==> config.mk <==
export PLATFORM = sky130hd
export DESIGN_NAME = ohs_front
export DESIGN_NICKNAME = d
export VERILOG_FILES = /design/src/design/ohs_pkg.sv /design/src/design/ohs_front.sv
export SDC_FILE = /design/constraint.sdc
export NUM_CORES = 1
export LEC_CHECK = 0
export BUFFER_PORTS_ARGS = -buffer_cell sky130_fd_sc_hd__buf_2
export CELL_PAD_IN_SITES_DETAIL_PLACEMENT = 0
export CELL_PAD_IN_SITES_GLOBAL_PLACEMENT = 1
export CORE_UTILIZATION = 47
export CTS_CLUSTER_DIAMETER = 60
export DETAILED_ROUTE_END_ITERATION = 8
export PLACE_DENSITY = 0.86
export SETUP_SLACK_MARGIN = 0.15
export SYNTH_ARGS = -nofsm -noshare
export SYNTH_HDL_FRONTEND = slang
export SYNTH_SLANG_ARGS = --single-unit
==> constraint.sdc <==
create_clock -name clk_i -period 9.7 [get_ports clk_i]
set_input_delay 0.485 -clock clk_i [delete_from_list [all_inputs] [get_ports clk_i]]
set_output_delay 0.485 -clock clk_i [all_outputs]
set_load 0.02 [all_outputs]
==> src/design/ohs_pkg.sv <==
// Shared types and constants of the open-addressing hash set.
package ohs_pkg;
  localparam int unsigned SLOT_BITS = 8;
  localparam int unsigned NSLOTS    = 1 << SLOT_BITS;
  localparam int unsigned KEY_BITS  = 32;
  localparam int unsigned CNT_BITS  = SLOT_BITS + 1;
  localparam int unsigned HASH_BITS = 32;
  localparam int unsigned DIV_CNT_BITS = $clog2(HASH_BITS + 1);
  localparam logic [KEY_BITS-1:0] TOMB_KEY = '1;
  localparam logic [HASH_BITS-1:0] MOD_RESET = HASH_BITS'(251);

  typedef enum logic [1:0] {
    REQ_INSERT = 2'd0,
    REQ_REMOVE = 2'd1,
    REQ_LOOKUP = 2'd2,
    REQ_CLEAR  = 2'd3
  } req_e;

  typedef enum logic [1:0] {
    STS_DONE    = 2'd0,
    STS_INVALID = 2'd1,
    STS_FULL    = 2'd2
  } status_e;

  typedef struct packed {
    logic [1:0]           req;
    logic                 bad_key;
    logic [KEY_BITS-1:0]  key;
    logic [HASH_BITS-1:0] hash;
  } cmd_t;

  typedef enum logic [2:0] {
    BK_IDLE, BK_MOD, BK_RD, BK_CMP, BK_RESP
  } bk_state_e;
endpackage

==> src/design/ohs_front.sv <==
// Front end: accept and classify items, hold them in a two-entry queue.
module ohs_front (
  input  logic                       clk_i,
  input  logic                       rst_ni,
  input  logic                       in_valid_i,
  output logic                       in_stall_o,
  input  logic [1:0]                 req_type_i,
  input  logic [31:0]                key_i,
  input  logic [31:0]                key_hash_i,
  output logic                       cmd_valid_o,
  output ohs_pkg::cmd_t              cmd_o,
  input  logic                       cmd_pop_i
);
  ohs_pkg::cmd_t fifo_q [2];
  logic          wr_ptr_q, rd_ptr_q;
  logic [1:0]    cnt_q;
  logic          push;
  ohs_pkg::cmd_t cmd_in;
  logic [ohs_pkg::KEY_BITS-1:0] key_m;

  always_comb begin
    key_m          = key_i[ohs_pkg::KEY_BITS-1:0];
    cmd_in.req     = req_type_i;
    cmd_in.key     = key_m;
    cmd_in.hash    = key_hash_i;
    // Flag reserved keys now so the back end can skip the probe.
    cmd_in.bad_key = (req_type_i != ohs_pkg::REQ_CLEAR) &&
                     ((key_m == '0) || (key_m == ohs_pkg::TOMB_KEY));
  end

  assign in_stall_o  = (cnt_q == 2'd2);
  assign push        = in_valid_i && !in_stall_o;
  assign cmd_valid_o = (cnt_q != 2'd0);
  assign cmd_o       = fifo_q[rd_ptr_q];

  always_ff @(posedge clk_i or negedge rst_ni) begin
    if (!rst_ni) begin
      wr_ptr_q <= 1'b0;
      rd_ptr_q <= 1'b0;
      cnt_q    <= 2'd0;
    end else begin
      if (push) wr_ptr_q <= ~wr_ptr_q;
      if (cmd_pop_i) rd_ptr_q <= ~rd_ptr_q;
      cnt_q <= cnt_q + 2'(push) - 2'(cmd_pop_i);
    end
  end

  always_ff @(posedge clk_i) begin
    if (push) fifo_q[wr_ptr_q] <= cmd_in;
  end
endmodule

==> results by group, run 1 <==
Setup path
  • CP max FO: 68
  • Slowest-stage cell, CP: dfrtp_4
  • Crit path DAT: 2280 ps
  • Worst path required time: 9220 ps
  • CP max stage delay: 1060 ps
  • Reg-to-Reg Start: cnt_q[1]
  • Crit Path Class: flop to output port
  • Crit end category: output port
  • Cell family with most CP delay: flip-flops
  • CP bufs+invs: 1
  • Nature of the critical path startpoint: flop
  • Setup crit start: rd_ptr_q
  • Critical-path cell list: mux2_2 -> buf_2

Final layout
  • Most common cell after layout, fill and taps aside: buf_2
  • Fin cells: 553
  • Post-route cell area: 0.00673 mm²
  • Area grow syn2layout: 28.0%
  • # diodes: 0
  • Nets: 472
  • Layout cells sized above 1: 58.1%
  • Commonest non-fill, non-tap cells in the layout: buf_2 (138), edfxtp_1 (134), mux2_2 (47)

Clock tree
  • Htree depth: 4
  • Clock Latency Late Sink: 510 ps
  • CTS tree: yes
  • Resized cells post-CTS: 0
  • Root buf cell: clkbuf_8
  • Reg clk slew, reported paths: 60 ps
  • Post-CTS setup buffers: 0
  • Max Root-Sink Buffers: 2
  • CTS buffer count: 17
  • Clk sinks: 138

STA
  • Fin Setup TNS: 0 ps
  • Fmax: 362 MHz
  • Fin Clk Skew: 8.24 ps
  • Final period util: 28.5%
  • RSZ-0062 raised after global routing: false
  • Minimum clock period: 2760 ps
  • WHS: 159 ps
  • Slew @ Worst Pin: 1040 ps
  • Count of final setup violators: 0
  • Final hold vios: 0
  • Final Max Tran Viols: 0
  • Slew headroom: 30.5%
  • Final worst slack: 6940 ps

Yosys
  • Mapped Area: 0.00526 mm²
  • Post-Syn Area per Cell: 21.2 µm²
  • Synth Instances: 248
  • Post-synthesis sequential area ratio: 78.4%
  • Yosys warns: 0
  • Register bit total from synthesis: 138
  • Top_reg_cell synth: edfxtp_1
  • Syn_nets: 320
  • Cell variety after synth: 20
  • Share of flip-flops with an asynchronous set or reset: 2.90%
  • EDFF count, synth: 134

Job
  • Max Cap Violations: 0

GRT
  • First-pass GRT wire length: 14.2 mm
  • Total gr overflow: 0
  • Busiest grt layer: met2
  • Number of global-route vias before repair: 2769
  • Total track usage: 16.9%
  • Largest net degree at the start of global routing: 69
  • GRT met3 Usage: 4.78%
  • Met1 Use GR: 20.6%
  • Initial antenna violation count: 0
  • Global Route met2 Usage: 27.7%

Placed design
  • I/O Buffers: 138
  • Final estimated routing congestion in global placement: 0.726
  • Dpl ws: 7500 ps
  • Area after DPL: 0.00608 mm²
  • Placed cell count: 520
  • Post-detail-place hpwl: 5.93 mm

Detailed routing
  • Vias/cell: 5.04
  • DR vias: 2786
  • DR DRC count: 0
  • Wire length per cell: 16.7 µm
  • Post-DRT Antenna Nets: 0
  • 1st-iter DRT viols: 123
  • Initial DRT Pass Iterations: 5
  • WL final: 9.23 mm

Die
  • Die W: 108 µm
  • IO Pins: 139
  • Die Height: 108 µm
  • FP Rows: 38
  • Initial cell density of the core: 48.3%
  • Core ar.: 0.0109 mm²
  • Full die area: 0.0116 mm²

Hold path
  • Min-Delay Path Class: input port to flop
  • Hold Path Origin: cmd_pop_i

Outcome
  • Run status: completed

Power
  • Pleak: 0.00258 µW
  • PD cells: 330 mW/mm²
  • Max IR drop VDD: 195 µV
-- metal layers --
metal / vias to the layer above / routed length (µm) / part of all wire, %
met5: - / 0 / 0
met4: 0 / 106 / 1.1
met3: 9 / 494 / 5.4
met2: 90 / 4670 / 51
met1: 1374 / 3960 / 43
li1: 1313 / - / -
-- stage by stage --
stage | power [µW] | util, %
after floorplan | 1370 | -
after global placement | 1530 | 55.8
after detailed placement | 1550 | 55.8
after CTS | 2250 | 61.8
after global routing | 2320 | 61.8
final | 2220 | 61.8
-- report_power, final --
part           internal [µW]  switching [µW]  leakage, µW  total (µW)
Sequential               817            93.6      0.00129         911
Clock                    467             229     0.000318         696
Combinational            273             342     0.000972         615
-- registers in the layout, indices dropped and copies added, names as in the netlist --
name / cells
cnt_q: 2
wr_ptr_q: 1
rd_ptr_q: 1
fifo_q: 134
-- Yosys cell counts (2+ instances only) --
master	count	share of area (%)
buf_2	4	0.38
dfrtp_1	4	1.9
nand4_1	10	1.2
xnor2_1	3	0.50
ha_1	2	0.48
inv_1	2	0.14
buf_6	2	0.43
edfxtp_1	134	77
mux2_4	20	5.7
nor4_1	10	1.2
mux2_2	47	10
buf_8	2	0.57
-- path summary, 6_finish.rpt --
kind / depth (start not counted) / to / slack [ps]
max: 2 / cmd_o[60] / 6940
min: 2 / rd_ptr_q / 160
max reg2reg: 3 / fifo_q[1][19] / 7660
min reg2reg: 1 / cnt_q[0] / 530
max in group asynchronous: 2 / rd_ptr_q / 9260
min in group asynchronous: 2 / cnt_q[0] / 300
-- logic make-up (layout without fill, tap and decap cells) --
logic type / count (synthesis) / after routing / synth area share, %
xor gates and xnor gates: 4 / 4 / 0.666
DFF: 138 / 138 / 78.4
adders and majority gates: 2 / 2 / 0.476
and+or+nand+nor: 25 / 25 / 2.88
muxes: 67 / 67 / 15.8
buffers and inverters: 10 / 175 / 1.52
AOI/OAI and AO/OA: 2 / 2 / 0.262
-- cell type report --
class / count / area [µm²]
clock inverter: 14 / 225
inverter: 2 / 7.51
multi-input combinational: 100 / 1060
clock buffer: 18 / 418
fill: 803 / 4160
sequential: 138 / 4130
timing repair buffer: 141 / 716
tap: 140 / 175
-- repair_timing --
item | 4_1_cts | 5_1_grt
hold endpoints to repair | 4 | 0
hold buffers | 1 | 0
setup endpoints to repair | 0 | 0
Note: power is estimated with default switching activity, not from simulation.
==> run 2: changes to the inputs <==
Settings changed: ABC_AREA set to 1, CORE_UTILIZATION 47 to 39, PLACE_DENSITY 0.86 to 0.77.
Clock period 9.7 ns to 2.34 ns, I/O delays scaled along.
==> run 2 against run 1 <==
  * Register-to-register slack lost 6900 ps
  * Global-route usage shrank 1.3 points
  * Final cell count grew 30%
  * Synthesized cell count grew 23%
  * Non-clock buffer count grew 74
  * Setup slack lost 6600 ps
  * Clock power grew to 4.2 times the previous value
  * Clock skew is essentially flat
  * Via count grew 16%
  * Power grew to 4.3 times the previous value
  * Area after synthesis grew 3.2%
  * Critical path depth grew 1
  * Critical path type unchanged
  * Largest power group unchanged
==> results by group, run 2 <==
Yosys
  • Cell variety after synth: 18 (-10%)
  • Yosys warns: 0 (unchanged)
  • Top cells by count, synth: edfxtp_1 (134), mux2_2 (47), nand2_1 (34)
  • Share of flip-flops with an asynchronous set or reset: 2.90% (unchanged)
  • EDFF count, synth: 134 (unchanged)
  • Syn_nets: 378 (+18%)
  • Post-Syn Area per Cell: 17.7 µm² (-16%)
  • Post-synthesis sequential area ratio: 76.0% (-2.5 points)
  • Area share of the largest cell type after synthesis: 74.1% (-2.4 points)
  • Area leader, netlist: edfxtp_1
  • Synth Instances: 306 (+23%)
  • Top_reg_cell synth: edfxtp_1
  • Top-count cell post-synth: edfxtp_1
  • Register bit total from synthesis: 138 (unchanged)
  • Largest cells by area after synthesis: edfxtp_1 (74%), mux2_2 (9.7%), mux2_4 (5.5%), nand2_1 (2.4%), nor2_1 (1.9%)
  • Mapped Area: 0.00543 mm² (+3.2%)

GRT
  • Number of global-route vias before repair: 3308 (+19%)
  • Total gr overflow: 0 (unchanged)
  • Total track usage: 15.6% (-1.3 points)
  • First-pass GRT wire length: 16.5 mm (+17%)
  • Largest net degree at the start of global routing: 41 (-41%)
  • Initial antenna violation count: 0 (unchanged)

Setup path
  • Crit path DAT: 1840 ps (-440 ps)
  • Setup crit start: rd_ptr_q
  • Slowest-stage cell, CP: dfrtp_4
  • Crit Path Class: flop to output port
  • CP max FO: 19 (-72%)
  • Crit end category: output port
  • RR Endpoint: fifo_q[1][37]
  • Worst path required time: 2220 ps (-7000 ps)
  • Crit path capture: cmd_o[2]
  • CP max stage delay: 640 ps (-420 ps)
  • FF-to-FF setup slack: 770 ps (-6890 ps)
  • Critical-path cell list: buf_4 -> mux2_2 -> buf_2
  • Cell family with most CP delay: flip-flops
  • Reg-to-Reg Start: cnt_q[1]
  • Levels on crit path: 3 (+1)
  • CP bufs+invs: 2 (+1)
  • R2r worst-path depth: 4 (+1)
  • Nature of the critical path startpoint: flop

STA
  • Count of final setup violators: 0 (unchanged)
  • Fin Setup TNS: 0 ps (unchanged)
  • Slew headroom: 63.7% (+33 points)
  • Slew @ Worst Pin: 544 ps (-498 ps)
  • Final period util: 83.8%
  • Fin Clk Skew: 7.76 ps (-0.477 ps)
  • RSZ-0062 raised after global routing: false
  • Fmax: 510 MHz
  • Final hold vios: 0 (unchanged)
  • Minimum clock period: 1960 ps
  • Final Max Tran Viols: 0 (unchanged)
  • Final worst slack: 379 ps (-6560 ps)

Outcome
  • Run status: completed

Die
  • FP Rows: 42 (+11%)
  • Core ar.: 0.0134 mm² (+23%)
  • Die W: 120 µm (+11%)
  • Die Height: 120 µm (+11%)
  • Full die area: 0.0144 mm² (+24%)
  • IO Pins: 139 (unchanged)
  • Initial cell density of the core: 40.5% (-7.8 points)

Detailed routing
  • Post-DRT Antenna Nets: 0 (unchanged)
  • DR vias: 3231 (+16%)
  • DR DRC count: 0 (unchanged)
  • Vias/cell: 4.48 (-11%)
  • Initial DRT Pass Iterations: 4 (-1)
  • 1st-iter DRT viols: 150 (+22%)
  • Wire length per cell: 14.9 µm (-11%)
  • WL final: 10.8 mm (+17%)

Final layout
  • FF+latch area: 0.00413 mm² (unchanged)
  • Layout cells sized above 1: 45.7% (-12 points)
  • Most common cell after layout, fill and taps aside: buf_2
  • Nets: 604 (+28%)
  • Commonest non-fill, non-tap cells in the layout: buf_2 (138), edfxtp_1 (134), dlygate4sd3_1 (68)
  • Fillers: 1089 (+36%)
  • Area of the multi-input gates: 0.00117 mm² (+10%)
  • Area grow syn2layout: 42.1%
  • # diodes: 0 (unchanged)
  • Biggest regs: fifo_q (134), cnt_q (2)
  • Largest Register: fifo_q
  • Largest register FFs: 134 (unchanged)

Job
  • Max Cap Violations: 0 (unchanged)

Placed design
  • Dpl ws: 634 ps (-6870 ps)
  • Post-detail-place hpwl: 6.74 mm (+14%)
  • I/O Buffers: 138 (unchanged)
  • Final estimated routing congestion in global placement: 0.719 (-1.1%)

Hold path
  • Min-Delay Path Class: input port to asynchronous set/reset pin

Clock tree
  • Reg clk slew, reported paths: 60 ps (about the same)
  • CTS tree: yes
  • Root buf cell: clkbuf_16
  • CTS buffer count: 17 (unchanged)
  • Max Root-Sink Buffers: 2 (unchanged)
  • Htree depth: 4 (unchanged)
  • Clk sinks: 138 (unchanged)
  • Clock Latency Late Sink: 410 ps (-100 ps)

Power
  • PD cells: 1230 mW/mm² (+270%)
  • Pleak: 0.00308 µW (+19%)
  • Max IR drop VDD: 489 µV (+150%)
## run 2: cell types whose count changed in the layout (fill, tap and decap cells not counted), moves of 5 or more
cell / change
nor2_1: +25
dlygate4sd3_1: +67
inv_1: +18
nand4_1: -9
nor4_1: -10
buf_4: +5
nand2_1: +33
## run 2: report_power, final
part	leakage (µW)	internal [µW]	switching (µW)
logic	0.00148	1310	1710
clock network	0.000309	1900	1000
registers	0.00129	3390	214
total	0.00308	6590	2920
## run 2: worst min path at each step
stage	startpoint	cells after the start	to
2_1_floorplan	rst_ni	0	cnt_q[0]
6_report	rst_ni	2	cnt_q[0]
3_3_place_gp	rst_ni	1	cnt_q[1]
3_5_place_dp	rst_ni	1	cnt_q[1]
5_1_grt	rst_ni	2	rd_ptr_q
4_1_cts	rst_ni	2	cnt_q[0]
## run 2: cell families (layout without fill, tap and decap cells)
logic type	after synthesis	after routing	synth area share (%)
AO/OA/AOI/OAI	2	2	0.253
XOR/XNOR	4	4	0.645
adder cells (fa/ha/maj)	2	2	0.461
buffers and inverters	28	267	2.72
flip-flops	138	138	76.0
multiplexers	67	67	15.3
AND/OR/NAND/NOR	65	65	4.68
## run 2: cell type report
class / count / share of cell area (%)
clock inverter: 14 / 2.82
timing repair buffer: 215 / 19.1
clock buffer: 18 / 5.56
multi-input combinational: 140 / 15.2
tap: 176 / 2.85
inverter: 20 / 0.973
sequential: 138 / 53.5
## run 2: stage by stage
step | hold slack (ps) | instance area [µm²] | util, % | power, µW | cells
after floorplan | -179 | 5430 | - | 5670 | 306
after global placement | -74.2 | 6360 | 47.5 | 6500 | 620
after detailed placement | -68.8 | 6360 | 47.5 | 6540 | 620
after CTS | 31.1 | 7690 | 57.4 | 9560 | 720
after global routing | 52.5 | 7710 | 57.6 | 9950 | 721
final | 51.6 | 7710 | 57.6 | 9510 | 721
## run 2: worst reg2reg max path: stages (launching register included)
cell and delay (ps):
dfrtp_1 400, inv_1 90, o21ai_2 120, nor2_4 110
buf_4 450
## run 2: timing repair
action | CTS | global route
resized for setup | 0 | 0
endpoints found under the setup margin | 0 | 7
endpoints found under the hold margin | 137 | 0
hold buffers | 68 | 0
setup buffers | 0 | 1
## run 2: routing by layer
layer	vias up	GRT usage, %	share of wire, %
li1	1580	-	-
met3	16	4.99	5.9
met2	108	24.8	48
met4	0	7.42	2.2
met1	1527	19.4	44
met5	-	0	0
==> run 3: changes to the inputs <==
Clock period 2.34 ns to 1.65 ns, I/O delays scaled along.
==> run 3 against run 2 <==
  * The flow now finishes with violations (negative setup slack)
  * Final cell count increased by 1.9%
  * Routed wire length increased by 8.8%
  * Global-route usage increased by 1.5 points
  * Combinational power increased by 88%
  * Register-to-register slack got worse by 520 ps
  * Clock skew decreased by 1.0 ps
  * Critical endpoint is now cmd_o[35]
==> results by group, run 3 (synthesis gave the netlist of run 2 again) <==
Power
  • PD cells: 1790 mW/mm² (+45%)
  • Switching power: 4340 µW (+49%)
  • Max IR drop VDD: 804 µV (+64%)
  • Pleak: 0.00328 µW (+6.7%)
  • Gate power share: 38.5% (+6.8 points)
  • Sequential Power Share: 34.3% (-3.5 points)
  • Tot Pwr: 14700 µW (+54%)
  • Clock power frac: 27.2% (-3.3 points)
  • Internal: 10300 µW (+57%)
  • Net Sw Frac: 29.6% (-1.2 points)

Die
  • Die W: 120 µm (unchanged)
  • IO Pins: 139 (unchanged)
  • FP Rows: 42 (unchanged)
  • Die Height: 120 µm (unchanged)
  • Core ar.: 0.0134 mm² (unchanged)
  • Initial cell density of the core: 40.5% (unchanged)
  • Full die area: 0.0144 mm² (unchanged)

GRT
  • Total gr overflow: 0 (unchanged)
  • Initial antenna violation count: 0 (unchanged)
  • Number of global-route vias before repair: 3554 (+7.4%)
  • Largest net degree at the start of global routing: 44 (+7.3%)
  • Total track usage: 17.1% (+1.5 points)
  • First-pass GRT wire length: 17.8 mm (+7.8%)

STA
  • Fmax: 563 MHz
  • Count of final setup violators: 65 (+65)
  • Slew headroom: 80.8% (+17 points)
  • Final hold vios: 0 (unchanged)
  • RSZ-0062 raised after global routing: true
  • Final worst slack: -125 ps (-504 ps)
  • Final Max Tran Viols: 0 (unchanged)
  • Final period util: 108%
  • Minimum clock period: 1780 ps
  • Fin Setup TNS: -6290 ps (-6290 ps)
  • Slew @ Worst Pin: 286 ps (-257 ps)
  • Fin Clk Skew: 6.72 ps (-1.05 ps)

Setup path
  • CP max FO: 8 (-11)
  • Crit Path Class: flop to output port
  • CP dominant cell by count: buf_4
  • Critical-path cell list: buf_4 -> buf_12 -> mux2_2 -> buf_4
  • FF-to-FF setup slack: 250 ps (-520 ps)
  • Worst path required time: 1570 ps (-650 ps)
  • Crit path DAT: 1690 ps (-150 ps)
  • Nature of the critical path startpoint: flop
  • CP max stage delay: 520 ps (-120 ps)
  • Crit end category: output port
  • Slowest-stage cell, CP: dfrtp_4

Clock tree
  • Root buf cell: clkbuf_16
  • Max Root-Sink Buffers: 2 (unchanged)
  • CTS tree: yes
  • Reg clk slew, reported paths: 60 ps (about the same)
  • Htree depth: 4 (unchanged)
  • CTS buffer count: 17 (unchanged)
  • Clk sinks: 138 (unchanged)
  • Clock Latency Late Sink: 410 ps (about the same)

Detailed routing
  • DR vias: 3332 (+3.1%)
  • Initial DRT Pass Iterations: 4 (unchanged)
  • Wire length per cell: 15.9 µm (+6.8%)
  • 1st-iter DRT viols: 155 (+3.3%)
  • DR DRC count: 0 (unchanged)
  • Vias/cell: 4.53 (+1.2%)
  • WL final: 11.7 mm (+8.8%)
  • Post-DRT Antenna Nets: 0 (unchanged)

Final layout
  • Largest register FFs: 134 (unchanged)
  • Layout cells sized above 1: 46.7% (+1.0 points)
  • # diodes: 0 (unchanged)
  • Layout Utilization: 61.3% (+3.8 points)
  • Biggest regs: fifo_q (134), cnt_q (2)
  • Fillers: 986 (-9.5%)
  • Area grow syn2layout: 51.4%
  • Nets: 618 (+2.3%)
  • Commonest non-fill, non-tap cells in the layout: edfxtp_1 (134), buf_2 (93), dlygate4sd3_1 (71)
  • Largest Register: fifo_q
  • Most common cell after layout, fill and taps aside: edfxtp_1

Outcome
  • Failing checks: negative setup slack
  • Run status: finished, violations left

Placed design
  • Final estimated routing congestion in global placement: 0.734 (+2.2%)
  • Dpl ws: 231 ps (-403 ps)
  • Post-detail-place hpwl: 6.82 mm (+1.2%)
  • I/O Buffers: 138 (unchanged)

Job
  • Max Cap Violations: 0 (unchanged)

Hold path
  • Min-Delay Path Class: input port to flop
-- run 3: cell types whose count changed in the layout (fill, tap and decap cells not counted), sizes merged --
| cell | before | now |
|---|---|---|
| buf | 147 | 157 |
| clkinvlp | 2 | 0 |
| dlygate4sd3 | 68 | 71 |
| clkbuf | 18 | 25 |
| bufinv | 5 | 4 |
| inv | 23 | 20 |
-- run 3: power groups by stage --
| stage | Combinational, µW | Clock (µW) | Sequential, µW |
|---|---|---|---|
| 3_5_place_dp | 4300 | 0 | 5140 |
| 4_1_cts | 5570 | 4090 | 5030 |
| 3_3_place_gp | 4270 | 0 | 5110 |
| 5_1_grt | 5980 | 4230 | 5090 |
| 2_1_floorplan | 3030 | 0 | 5020 |
| 6_report | 5660 | 4000 | 5030 |
-- run 3: area by class of cell --
class | instances | area [µm²] | area share (%)
clock inverters | 8 | 140 | 1.70
multi-input cells | 140 | 1200 | 14.6
inverters | 20 | 75.1 | 0.913
clock buffers | 24 | 492 | 5.98
repair buffers | 229 | 1970 | 23.9
flip-flops and latches | 138 | 4130 | 50.2
well taps | 176 | 220 | 2.68
-- run 3: path summary, 6_finish.rpt --
kind	from	endpoint	cells after the start
setup / recovery	rd_ptr_q	cmd_o[35]	4
hold / removal	key_hash_i[27]	fifo_q[1][27]	2
setup reg to reg	cnt_q[1]	cnt_q[1]	6
hold reg to reg	cnt_q[0]	cnt_q[0]	1
max in group asynchronous	rst_ni	wr_ptr_q	4
min in group asynchronous	rst_ni	rd_ptr_q	3
-- run 3: metal layers --
layer	GRT usage, %	wire, µm	up-vias
met5	0	0	-
met4	7.27	153	0
met2	28.6	5910	120
met1	20.4	4880	1595
li1	-	-	1601
met3	5.37	763	16
-- run 3: through the flow --
stage          instances  area, µm²  hold WS [ps]
2_1_floorplan        306       5450          -213
3_5_place_dp         619       6420          -110
6_report             735       8220           400
3_3_place_gp         619       6420          -110
5_1_grt              735       8220           389
4_1_cts              733       8150           373
-- run 3: timing repair --
action,in CTS,in global routing
resized for setup,78,9
buffers inserted,8,1
hold buffers,71,0
pin swaps,0,1
gates cloned,3,1
endpoints found under the hold margin,138,0
endpoints found under the setup margin,67,68
-- run 3: critical path: cells and delay by family, from the launching register on --
| family | cells | cell delay [ps] |
|---|---|---|
| muxes | 1 | 290 |
| buffers and inverters | 3 | 460 |
| DFF | 1 | 520 |
